File: src/design/pngw_pkg.sv
// Shared types, codes and constants for the PNG signature and chunk walker.
package pngw_pkg;

    localparam int unsigned BYTE_W     = 8;
    localparam int unsigned KIND_W     = 3;
    localparam int unsigned WORD_W     = 32;
    localparam int unsigned OUT_DATA_W = 80;

    localparam logic [WORD_W-1:0] IEND_WORD = 32'h49454E44;
    localparam logic [WORD_W-1:0] CRC_BYTES = 32'd4;

    // Parser phases
    typedef enum logic [2:0] {
        PH_SIG  = 3'd0,
        PH_LEN  = 3'd1,
        PH_TYPE = 3'd2,
        PH_SKIP = 3'd3,
        PH_HALT = 3'd4
    } phase_t;

    // Reported event kinds
    typedef enum logic [KIND_W-1:0] {
        EV_SIG_OK  = 3'd0,
        EV_SIG_BAD = 3'd1,
        EV_HEADER  = 3'd2,
        EV_TRUNC   = 3'd3,
        EV_BAD_LEN = 3'd4
    } event_kind_t;

    // One accepted input request
    typedef struct packed {
        logic [BYTE_W-1:0] data_byte;
        logic              last_byte;
    } in_item_t;

    // One result, with a flag that says whether the byte produced it
    typedef struct packed {
        logic              valid;
        event_kind_t       event_kind;
        logic [7:0]        mismatch_mask;
        logic [WORD_W-1:0] chunk_length;
        logic [WORD_W-1:0] chunk_type;
        logic              is_end;
    } result_t;

    // Expected signature byte at a given position
    function automatic logic [BYTE_W-1:0] sig_byte(input logic [2:0] idx);
        logic [BYTE_W-1:0] val;
        case (idx)
            3'd0:    val = 8'h89;
            3'd1:    val = 8'h50;
            3'd2:    val = 8'h4E;
            3'd3:    val = 8'h47;
            3'd4:    val = 8'h0D;
            3'd5:    val = 8'h0A;
            3'd6:    val = 8'h1A;
            3'd7:    val = 8'h0A;
            default: val = 8'h00;
        endcase
        return val;
    endfunction

endpackage

File: src/design/png_signature_chunk_walker_unit.sv
// Top level of the PNG signature checker and chunk header walker.
//
//  channel | dir | ports                              | contents
//  --------+-----+------------------------------------+--------------------------------
//  s_      | in  | s_tvalid s_tready s_tdata s_tlast  | one file byte, tlast = last byte
//  m_      | out | m_tvalid m_tready m_tdata m_tuser  | one event (signature, header, ...)
//
// One byte request is taken every cycle while m_ is not stalled; a byte passes the input register,
// the walker and the result register on its way to an event. The rate is set by the state update
// in the walker between the input register and the result register.
// aresetn is synchronous and active low; it returns the parser to the signature phase.
// A stalled m_ side holds its event and stops s_ after the input register fills.
module png_signature_chunk_walker_unit
    import pngw_pkg::*;
(
    input  logic                  aclk,
    input  logic                  aresetn,
    input  logic                  s_tvalid,
    output logic                  s_tready,
    input  logic [BYTE_W-1:0]     s_tdata,   // [7:0] data_byte
    input  logic                  s_tlast,   // last_byte
    output logic                  m_tvalid,
    input  logic                  m_tready,
    output logic [OUT_DATA_W-1:0] m_tdata,   // [7:0] mismatch_mask, [39:8] chunk_length,
                                             // [71:40] chunk_type, [72] is_end, [79:73] zero
    output logic [KIND_W-1:0]     m_tuser    // [2:0] event_kind
);

    in_item_t s_item;
    in_item_t item;
    logic     item_valid;
    logic     out_free;
    logic     fire;
    result_t  res;
    result_t  m_res;

    assign s_item.data_byte = s_tdata;
    assign s_item.last_byte = s_tlast;

    // Process the held byte when the result register can take the outcome
    assign fire = item_valid && out_free;

    pngw_in_stage u_in_stage (
        .aclk       (aclk),
        .aresetn    (aresetn),
        .s_valid    (s_tvalid),
        .s_ready    (s_tready),
        .s_item     (s_item),
        .take       (fire),
        .item_valid (item_valid),
        .item       (item)
    );

    pngw_walker u_walker (
        .aclk    (aclk),
        .aresetn (aresetn),
        .fire    (fire),
        .item    (item),
        .res     (res)
    );

    pngw_out_stage u_out_stage (
        .aclk    (aclk),
        .aresetn (aresetn),
        .fire    (fire),
        .res     (res),
        .free    (out_free),
        .m_valid (m_tvalid),
        .m_ready (m_tready),
        .m_res   (m_res)
    );

    // Pack the result fields
    assign m_tuser = m_res.event_kind;
    assign m_tdata = {7'd0, m_res.is_end, m_res.chunk_type,
                      m_res.chunk_length, m_res.mismatch_mask};

endmodule

File: src/design/pngw_in_stage.sv
// Input register stage: holds one byte request until the walker takes it.
module pngw_in_stage
    import pngw_pkg::*;
(
    input  logic     aclk,
    input  logic     aresetn,
    input  logic     s_valid,
    output logic     s_ready,
    input  in_item_t s_item,
    input  logic     take,
    output logic     item_valid,
    output in_item_t item
);

    logic     valid_reg;
    logic     valid_next;
    in_item_t item_reg;

    // Free when empty or when the held request moves on this cycle
    assign s_ready    = !valid_reg || take;
    assign item_valid = valid_reg;
    assign item       = item_reg;

    always_comb begin
        valid_next = valid_reg;
        if (s_ready) begin
            valid_next = s_valid;
        end
    end

    always_ff @(posedge aclk) begin
        if (!aresetn) begin
            valid_reg <= 1'b0;
        end else begin
            valid_reg <= valid_next;
        end
    end

    // Capture payload on accept
    always_ff @(posedge aclk) begin
        if (s_valid && s_ready) begin
            item_reg <= s_item;
        end
    end

endmodule

File: src/design/pngw_walker.sv
// Parser state and per-byte event logic for signature check and chunk walk.
module pngw_walker
    import pngw_pkg::*;
(
    input  logic     aclk,
    input  logic     aresetn,
    input  logic     fire,
    input  in_item_t item,
    output result_t  res
);

    phase_t            phase_reg, phase_next;
    logic [2:0]        count_reg, count_next;
    logic [7:0]        mism_reg, mism_next;
    logic [WORD_W-1:0] len_reg, len_next;
    logic [WORD_W-1:0] type_reg, type_next;
    logic [WORD_W-1:0] skip_reg, skip_next;

    logic [7:0]        mism_upd;
    logic [WORD_W-1:0] len_upd;
    logic [WORD_W-1:0] type_upd;
    logic [WORD_W-1:0] skip_dec;

    assign mism_upd = mism_reg
                    | ((item.data_byte != sig_byte(count_reg)) ? (8'd1 << count_reg) : 8'd0);
    assign len_upd  = {len_reg[WORD_W-BYTE_W-1:0], item.data_byte};
    assign type_upd = {type_reg[WORD_W-BYTE_W-1:0], item.data_byte};
    assign skip_dec = (skip_reg != '0) ? (skip_reg - WORD_W'(1)) : skip_reg;

    // Next state and result for the byte being processed
    always_comb begin
        phase_next = phase_reg;
        count_next = count_reg;
        mism_next  = mism_reg;
        len_next   = len_reg;
        type_next  = type_reg;
        skip_next  = skip_reg;
        res        = '0;

        case (phase_reg)
            PH_SIG: begin
                mism_next = mism_upd;
                if (count_reg == 3'd7) begin
                    count_next = '0;
                    res.valid  = 1'b1;
                    if (mism_upd == '0) begin
                        res.event_kind = EV_SIG_OK;
                        phase_next     = PH_LEN;
                        len_next       = '0;
                    end else begin
                        res.event_kind    = EV_SIG_BAD;
                        res.mismatch_mask = mism_upd;
                        phase_next        = PH_HALT;
                    end
                end else begin
                    count_next = count_reg + 3'd1;
                end
            end
            PH_LEN: begin
                len_next = len_upd;
                if (count_reg == 3'd3) begin
                    count_next = '0;
                    if (len_upd[WORD_W-1]) begin
                        res.valid        = 1'b1;
                        res.event_kind   = EV_BAD_LEN;
                        res.chunk_length = len_upd;
                        phase_next       = PH_HALT;
                    end else begin
                        phase_next = PH_TYPE;
                        type_next  = '0;
                    end
                end else begin
                    count_next = count_reg + 3'd1;
                end
            end
            PH_TYPE: begin
                type_next = type_upd;
                if (count_reg == 3'd3) begin
                    count_next       = '0;
                    res.valid        = 1'b1;
                    res.event_kind   = EV_HEADER;
                    res.chunk_length = len_reg;
                    res.chunk_type   = type_upd;
                    res.is_end       = (type_upd == IEND_WORD);
                    if (type_upd == IEND_WORD) begin
                        phase_next = PH_HALT;
                    end else begin
                        skip_next  = len_reg + CRC_BYTES;
                        phase_next = PH_SKIP;
                    end
                end else begin
                    count_next = count_reg + 3'd1;
                end
            end
            PH_SKIP: begin
                skip_next = skip_dec;
                if (skip_dec == '0) begin
                    phase_next = PH_LEN;
                    count_next = '0;
                    len_next   = '0;
                end
            end
            default: begin
                phase_next = PH_HALT;
            end
        endcase

        // End of stream: flag truncation unless the byte made an event or the parser halts, then return to reset state
        if (item.last_byte) begin
            if (!res.valid && phase_next != PH_HALT) begin
                res            = '0;
                res.valid      = 1'b1;
                res.event_kind = EV_TRUNC;
            end
            phase_next = PH_SIG;
            count_next = '0;
            mism_next  = '0;
            len_next   = '0;
            type_next  = '0;
            skip_next  = '0;
        end
    end

    // Advance state only when a byte is processed
    always_ff @(posedge aclk) begin
        if (!aresetn) begin
            phase_reg <= PH_SIG;
            count_reg <= '0;
            mism_reg  <= '0;
            len_reg   <= '0;
            type_reg  <= '0;
            skip_reg  <= '0;
        end else if (fire) begin
            phase_reg <= phase_next;
            count_reg <= count_next;
            mism_reg  <= mism_next;
            len_reg   <= len_next;
            type_reg  <= type_next;
            skip_reg  <= skip_next;
        end
    end

endmodule

File: src/design/pngw_out_stage.sv
// Result register stage: holds one event until the downstream takes it.
module pngw_out_stage
    import pngw_pkg::*;
(
    input  logic    aclk,
    input  logic    aresetn,
    input  logic    fire,
    input  result_t res,
    output logic    free,
    output logic    m_valid,
    input  logic    m_ready,
    output result_t m_res
);

    logic    valid_reg;
    logic    valid_next;
    result_t res_reg;

    assign free    = !valid_reg || m_ready;
    assign m_valid = valid_reg;
    assign m_res   = res_reg;

    // Load on a processed byte, drop once taken
    always_comb begin
        valid_next = valid_reg;
        if (fire) begin
            valid_next = res.valid;
        end else if (m_ready) begin
            valid_next = 1'b0;
        end
    end

    always_ff @(posedge aclk) begin
        if (!aresetn) begin
            valid_reg <= 1'b0;
        end else begin
            valid_reg <= valid_next;
        end
    end

    always_ff @(posedge aclk) begin
        if (fire && res.valid) begin
            res_reg <= res;
        end
    end

endmodule
File: config.mk
export PLATFORM = sky130hd
export DESIGN_NAME = png_signature_chunk_walker_unit
export DESIGN_NICKNAME = d
export VERILOG_FILES = /design/src/design/pngw_pkg.sv /design/src/design/png_signature_chunk_walker_unit.sv /design/src/design/pngw_in_stage.sv /design/src/design/pngw_walker.sv /design/src/design/pngw_out_stage.sv
export SDC_FILE = /design/constraint.sdc
export NUM_CORES = 1
export LEC_CHECK = 0
export ABC_AREA = 1
export BUFFER_PORTS_ARGS = -buffer_cell sky130_fd_sc_hd__buf_2
export CAP_MARGIN = 20
export CORE_UTILIZATION = 55
export DETAILED_ROUTE_END_ITERATION = 8
export PLACE_DENSITY_LB_ADDON = 0.08
export SKIP_LAST_GASP = 1
export SYNTH_ARGS = -nofsm -noshare
export SYNTH_HDL_FRONTEND = slang
export SYNTH_SLANG_ARGS = --single-unit
File: constraint.sdc
create_clock -name aclk -period 6.5 [get_ports aclk]
set_input_delay 0.975 -clock aclk [delete_from_list [all_inputs] [get_ports aclk]]
set_output_delay 0.975 -clock aclk [all_outputs]
set_load 0.02 [all_outputs]
=== Yosys cells after proc, flatten, opt, wreduce, memory -nomap -nowiden ===
Memories as Yosys holds them, arrays and structs flattened. A register that Yosys moved wholly into a read port is not among the register bits.
Cells that the tools add are included.

* Bits in registers: 189
* Memory bits (read-only): 56
* Input port bits: 13
* Logic and storage cells: 111
* Memories kept: 1

{| class="wikitable"
|+ Memories
! name !! depth !! width !! rd ports !! clocked after Yosys merged registers in !! wr ports !! line !! RTL
|-
| (no name shown) || 8 || 7 || 1 || 1 || 0 || pngw_pkg.sv:49 || <nowiki>case (idx)</nowiki>
|}

* Add/subtract/negate cells: 3
* Eq/ne operators: 15
* Shift operators: 1
* Muxes and demuxes: 50
* Bitwise logic cells: 1
* Reductions and logical operators: 25

{| class="wikitable"
|+ Operator list
! cell !! number
|-
| 32-bit 2-to-1 mux || 10
|-
| 77-bit 2-to-1 mux || 2
|-
| 32-bit one-hot mux with 2 select lines || 2
|-
| 32-bit one-hot mux with 3 select lines || 1
|-
| 24-bit 2-to-1 mux || 3
|-
| 65-bit 2-to-1 mux || 1
|-
| 24-bit one-hot mux with 2 select lines || 1
|-
| 3-bit 2-to-1 mux || 14
|-
| 8-bit 2-to-1 mux || 5
|-
| 33-bit 2-to-1 mux || 1
|-
| 32-bit by 3-bit adder with 32-bit output, second input constant || 1
|-
| 32-bit by 31-bit == test with 1-bit output, second input constant || 1
|-
| 32-bit zero test || 1
|-
| 32-bit nonzero test || 1
|-
| 32-bit by 1-bit subtractor with 32-bit output, second input constant || 1
|-
| 3-bit by 2-bit != test with 1-bit output, second input constant || 5
|-
| 12-bit 2-to-1 mux || 1
|-
| 4-bit 2-to-1 mux || 3
|-
| 3-bit one-hot mux with 4 select lines || 1
|-
| 4-bit one-hot mux with 3 select lines || 1
|-
| 3-bit by 2-bit == test with 1-bit output, second input constant || 3
|-
| 3-bit != test, second input constant || 3
|-
| 3-bit one-hot mux with 3 select lines || 1
|-
| 8-bit zero test || 1
|-
| 19 further kinds || 31
|}

=== Logic depth before layout (Yosys ltp) ===
* Depth after elaboration: 12
* Gate-level depth with buffers: 24

=== Cells and area by module ===
From an unflattened synthesis, not the netlist that was laid out.

* Cells, all modules: 1379
* Area, all modules: 10359.9 sq um

{| class="wikitable"
|+ Modules (own cells, without submodules)
! module !! instances !! cells each !! area each (sq um) !! seq. area each (sq um)
|-
| pngw_walker || 1 || 1267 || 7607.3 || 2182.1
|-
| pngw_out_stage || 1 || 86 || 2367.3 || 2332.2
|-
| pngw_in_stage || 1 || 16 || 321.6 || 290.3
|-
| png_signature_chunk_walker_unit || 1 || 10 || 63.8 || 0.0
|}

=== Worst setup path before layout ===
No wires, ideal clock.

* Path type: input-to-reg
* Start: in m_tready
* End: reg u_out_stage.res_reg, in the netlist u_out_stage.m_res[0] (enable)
* Data arrival time: 4.445 ns
* Required time: 5.988 ns
* Path slack: 1.544 ns
* Stages on the path: 4
* Path buffers: 0
* Cells stage by stage: inv_1 -> nand2_1 -> nand2_1 -> nor2_1

* Word-level cells in the longest chain between the ends: 3

{| class="wikitable"
|+ Ends and longest elaborated chain
! element !! line !! RTL
|-
| start: declaration || png_signature_chunk_walker_unit.sv:23 || <nowiki>input logic m_tready,</nowiki>
|-
| 1-bit logical OR || pngw_out_stage.sv:19 || <nowiki>assign free = !valid_reg || m_ready;</nowiki>
|-
| 1-bit logical AND || png_signature_chunk_walker_unit.sv:41 || <nowiki>assign fire = item_valid && out_free;</nowiki>
|-
| 1-bit logical AND || pngw_out_stage.sv:42 || <nowiki>if (fire && res.valid) begin</nowiki>
|-
| end signal: assignment || pngw_out_stage.sv:43 || <nowiki>res_reg <= res;</nowiki>
|-
| end: declaration || pngw_out_stage.sv:17 || <nowiki>result_t res_reg;</nowiki>
|}

No other way between the ends.
A chain may end at the register's enable or synchronous reset.

=== Worst setup path after layout ===
* Start: reg u_walker.skip_reg[23]
* End: reg u_walker.len_reg[17]

* Word-level cells in the longest chain between the ends: 5
* Elaborated cells between the ends (all ways): 6
* Classes of those cells: add/sub (1); eq/ne (1); mux (1); reduce/logical (3)

{| class="wikitable"
|+ Ends and longest elaborated chain
! element !! line !! RTL
|-
| start: declaration || pngw_walker.sv:17 || <nowiki>logic [WORD_W-1:0] skip_reg, skip_next;</nowiki>
|-
| start signal: assignment || pngw_walker.sv:139 || <nowiki>skip_reg <= skip_next;</nowiki>
|-
| 32-bit by 1-bit subtractor with 32-bit output / 32-bit nonzero test (equally long branches) || pngw_walker.sv:28 || <nowiki>assign skip_dec = (skip_reg != '0) ? (skip_reg - WORD_W'(1)) : skip_reg;</nowiki>
|-
| 32-bit 2-to-1 mux * || pngw_walker.sv:28 ||
|-
| 32-bit zero test * || pngw_walker.sv:97 || <nowiki>if (skip_dec == '0) begin</nowiki>
|-
| 3-bit by 2-bit != test with 1-bit output (no source line) * || n/a ||
|-
| 5-bit AND reduction (no source line) * || n/a ||
|-
| end signal: assignment || pngw_walker.sv:137 || <nowiki>len_reg <= len_next;</nowiki>
|-
| end: declaration || pngw_walker.sv:15 || <nowiki>logic [WORD_W-1:0] len_reg, len_next;</nowiki>
|}

Mark *: on every way between the ends. The rest lies on a longest branch, timed or not.

==> flow_summary.json <==
{
  "die_area_mm2": 0.0189,
  "grt.overflow.total": 0,
  "finalSetupViolCount": 0,
  "synthTopCellsByCount": "nand2_1, nor2_1, inv_1",
  "clk_latency_ns": 0.44,
  "grt_antenna_before_repair": 0,
  "ctsRootBufferMaster": "clkbuf_16",
  "hold_buffers": 0,
  "multi_input_comb_area_mm2": 0.00455,
  "ys_ff_latch": 196,
  "path_clk_slew_ns": 0.08,
  "drc": 0,
  "dp_slack_ns": 2.70,
  "finalHoldViolations": 0,
  "required_ns": 6.80,
  "largest_reg_flops": 76,
  "ys_async_sr_fraction_pct": 0,
  "final_area_mm2": 0.0112,
  "die_w_um": 137,
  "synth_top_cell_by_area": "edfxtp_1",
  "seq_area_frac_synth_pct": 47.3,
  "max_freq_mhz": 279,
  "grt_pass1_wl_um": 42200,
  "slew_viol_final": 0,
  "dpl_cell_area_mm2": 0.0106,
  "power_leakage_nw": 4.68,
  "cts_max_level": 4,
  "yosysUniqueCellTypes": 43,
  "avgSynthCellArea_um2": 7.59,
  "dp_hpwl_um": 18600,
  "syn_inst": 1330,
  "p_comb_share_pct": 11.5,
  "power.switching_w": 0.000779,
  "crit_path_max_fanout": 63,
  "netlist.area_leader.share_pct": 25.3,
  "drive_above_1_share_pct": 11.3,
  "cts_buffer_depth": 2,
  "outcome": "finished, final reports clean",
  "num_vias": 9095,
  "synth_edf_count": 85,
  "ant_nets": 0,
  "area_delta_synth_final_pct": 11.3,
  "yosysWarnings": 0,
  "num_antenna_cells": 0,
  "firstDrtPassIters": 7,
  "grt_pass1_vias": 8368,
  "cts_sinks": 196,
  "fin_skew_ns": 0.0151,
  "cts_resized": 0,
  "rows": 49,
  "grt_start_max_net_pins": 68,
  "numCtsBuffers": 17,
  "fillCellCount": 1652,
  "crit_path_end_kind": "register",
  "crit_path_start": "u_walker.skip_reg[23]$_SDFFE_PN0P_",
  "start_kind": "register",
  "postLayoutSetupSlackWorst_ns": 2.91,
  "worstHoldStart": "u_walker.mism_reg[2]$_SDFFE_PN0P_",
  "fin_crit_sh_pct": 55.2,
  "p_int_w": 0.00193,
  "tightest_slew_ns": 1.06,
  "crit_arrival_ns": 3.89,
  "regArea_mm2": 0.00477,
  "pin_count": 98,
  "die_h_um": 137,
  "critical_path_class": "reg2reg",
  "relSlewSlack_pct": 29.4,
  "port_buffers": 90,
  "rsz0062_at_grt": "no",
  "fin_tns_setup_ns": 0,
  "vias_per_cell": 5.57,
  "wl_per_cell_um": 16.3,
  "ys_top_cells_by_area": "edfxtp_1, dfxtp_1, nand2_1",
  "hp-class": "reg2reg",
  "whs_ns": 0.482,
  "ir_drop_mv": 0.205,
  "cts_tree": "yes",
  "cap_violations": 0,
  "cts_setup_buffers": 0,
  "seq_power_share_pct": 50.0,
  "r2r-start": "u_walker.skip_reg[23]$_SDFFE_PN0P_",
  "track_usage_pct": 29.3,
  "pwr-share-clk_pct": 38.5,
  "fin_crit_ns": 3.59,
  "nets": 1418,
  "syn_area_mm2": 0.0101,
  "p_sw_share_pct": 28.7,
  "initial_utilization_pct": 56.2,
  "drtIter0Drc": 633,
  "synthFlopType": "dfxtp_1",
  "yosysMostFrequentCell": "nand2_1",
  "powerDensity_mw_per_mm2": 241,
  "core_area_mm2": 0.0180,
  "routed_wl_um": 26600,
  "place.gp.congestion": 0.944
}
## power groups by stage
stage	combinational (W)	sequential [W]	clock, W
detailed placement	0.000308	0.00138	0
CTS	0.000310	0.00135	0.00105
global placement	0.000305	0.00138	0
global route	0.000350	0.00136	0.00110
floorplan	0.000217	0.00139	0
finish	0.000313	0.00135	0.00104
## per-layer routing
metal  track usage, %  vias to the layer above  part of all wire [%]
met5                0                        -                     0
met4             12.0                        0                   2.7
met3             3.86                       47                   3.8
met2             49.7                      255                    49
met1             37.4                     4266                    44
li1                 -                     4527                     -
## worst max-delay path, stage by stage (launching register included)
cell and delay (ns):
dfxtp_1 0.37, nor2_1 0.15, nand2_1 0.11, nor2_2 0.16, nand2_1 0.17, nor2_4 0.34, inv_2 0.30, nand2_1 0.19
nand2_1 0.07, nor2_1 0.09, nand2_1 0.07, nor2_1 0.08, nand3_1 0.20, nand2_4 0.19, nand3_4 0.51, o21ai_1 0.36
nor2_1 0.06
## kinds of logic (layout without fill, tap and decap cells)
family          count (synthesis)  count (layout)  share of synthesized area (%)
compound gates                251             251                           14.0
simple gates                  648             648                           27.0
flops                         196             196                           47.3
xor+xnor                       23              23                           2.00
buf+inv                       197             265                           7.94
other cells                     1               7                         0.0372
fa+ha+maj                      14              14                           1.74
## stage by stage
step | utilization, % | total power, W | cells
after global placement | 59.1 | 0.00169 | 1600
after global routing | 62.5 | 0.00280 | 1633
final | 62.5 | 0.00271 | 1633
after CTS | 62.4 | 0.00271 | 1632
after floorplan | - | 0.00161 | 1336
after detailed placement | 59.1 | 0.00169 | 1600
## final timing paths
| path | endpoint | slack, ns | cells after the start |
|---|---|---|---|
| worst min-delay path | u_walker.mism_reg[2]$_SDFFE_PN0P_ | 0.48 | 2 |
| worst max-delay path | u_walker.len_reg[17]$_SDFFE_PN0P_ | 2.91 | 16 |
| worst max register to register | u_walker.len_reg[17]$_SDFFE_PN0P_ | 2.91 | 16 |
| worst min register to register | u_walker.mism_reg[2]$_SDFFE_PN0P_ | 0.48 | 2 |
## cells in the final DEF, fill, tap and decap left out, types with 2 or more instances in the layout
| master | n |
|---|---|
| nand2_1 | 303 |
| nor2_1 | 220 |
| inv_1 | 127 |
| dfxtp_1 | 111 |
| buf_2 | 90 |
| edfxtp_1 | 85 |
| a21oi_1 | 84 |
| nand3_1 | 49 |
| o21ai_1 | 44 |
| o21ai_0 | 43 |
| o22ai_1 | 32 |
| nand4_1 | 31 |
| a211oi_1 | 23 |
| xor2_1 | 20 |
| clkbuf_16 | 17 |
| ha_1 | 14 |
| nor3_1 | 13 |
| o211ai_1 | 13 |
| conb_1 | 7 |
| buf_4 | 7 |
| inv_2 | 6 |
| nor2_2 | 5 |
| nand3b_1 | 5 |
| a31oi_1 | 5 |
| nor4_1 | 5 |
| nor2_4 | 4 |
| clkinv_1 | 3 |
| nand2_2 | 3 |
| xnor2_1 | 3 |
| or2_2 | 3 |
| inv_6 | 3 |
| inv_8 | 3 |
| clkinv_8 | 3 |
| nand3_4 | 2 |
| o31ai_1 | 2 |
## area by class of cell
type                       count  area share [%]
tap                          229            2.55
timing repair buffer          98            4.72
inverter                     135            4.51
clock inverter                15            1.39
multi-input combinational    943            40.5
clock buffer                  17            3.79
sequential                   196            42.5
Note: power is estimated with default switching activity, not from simulation.
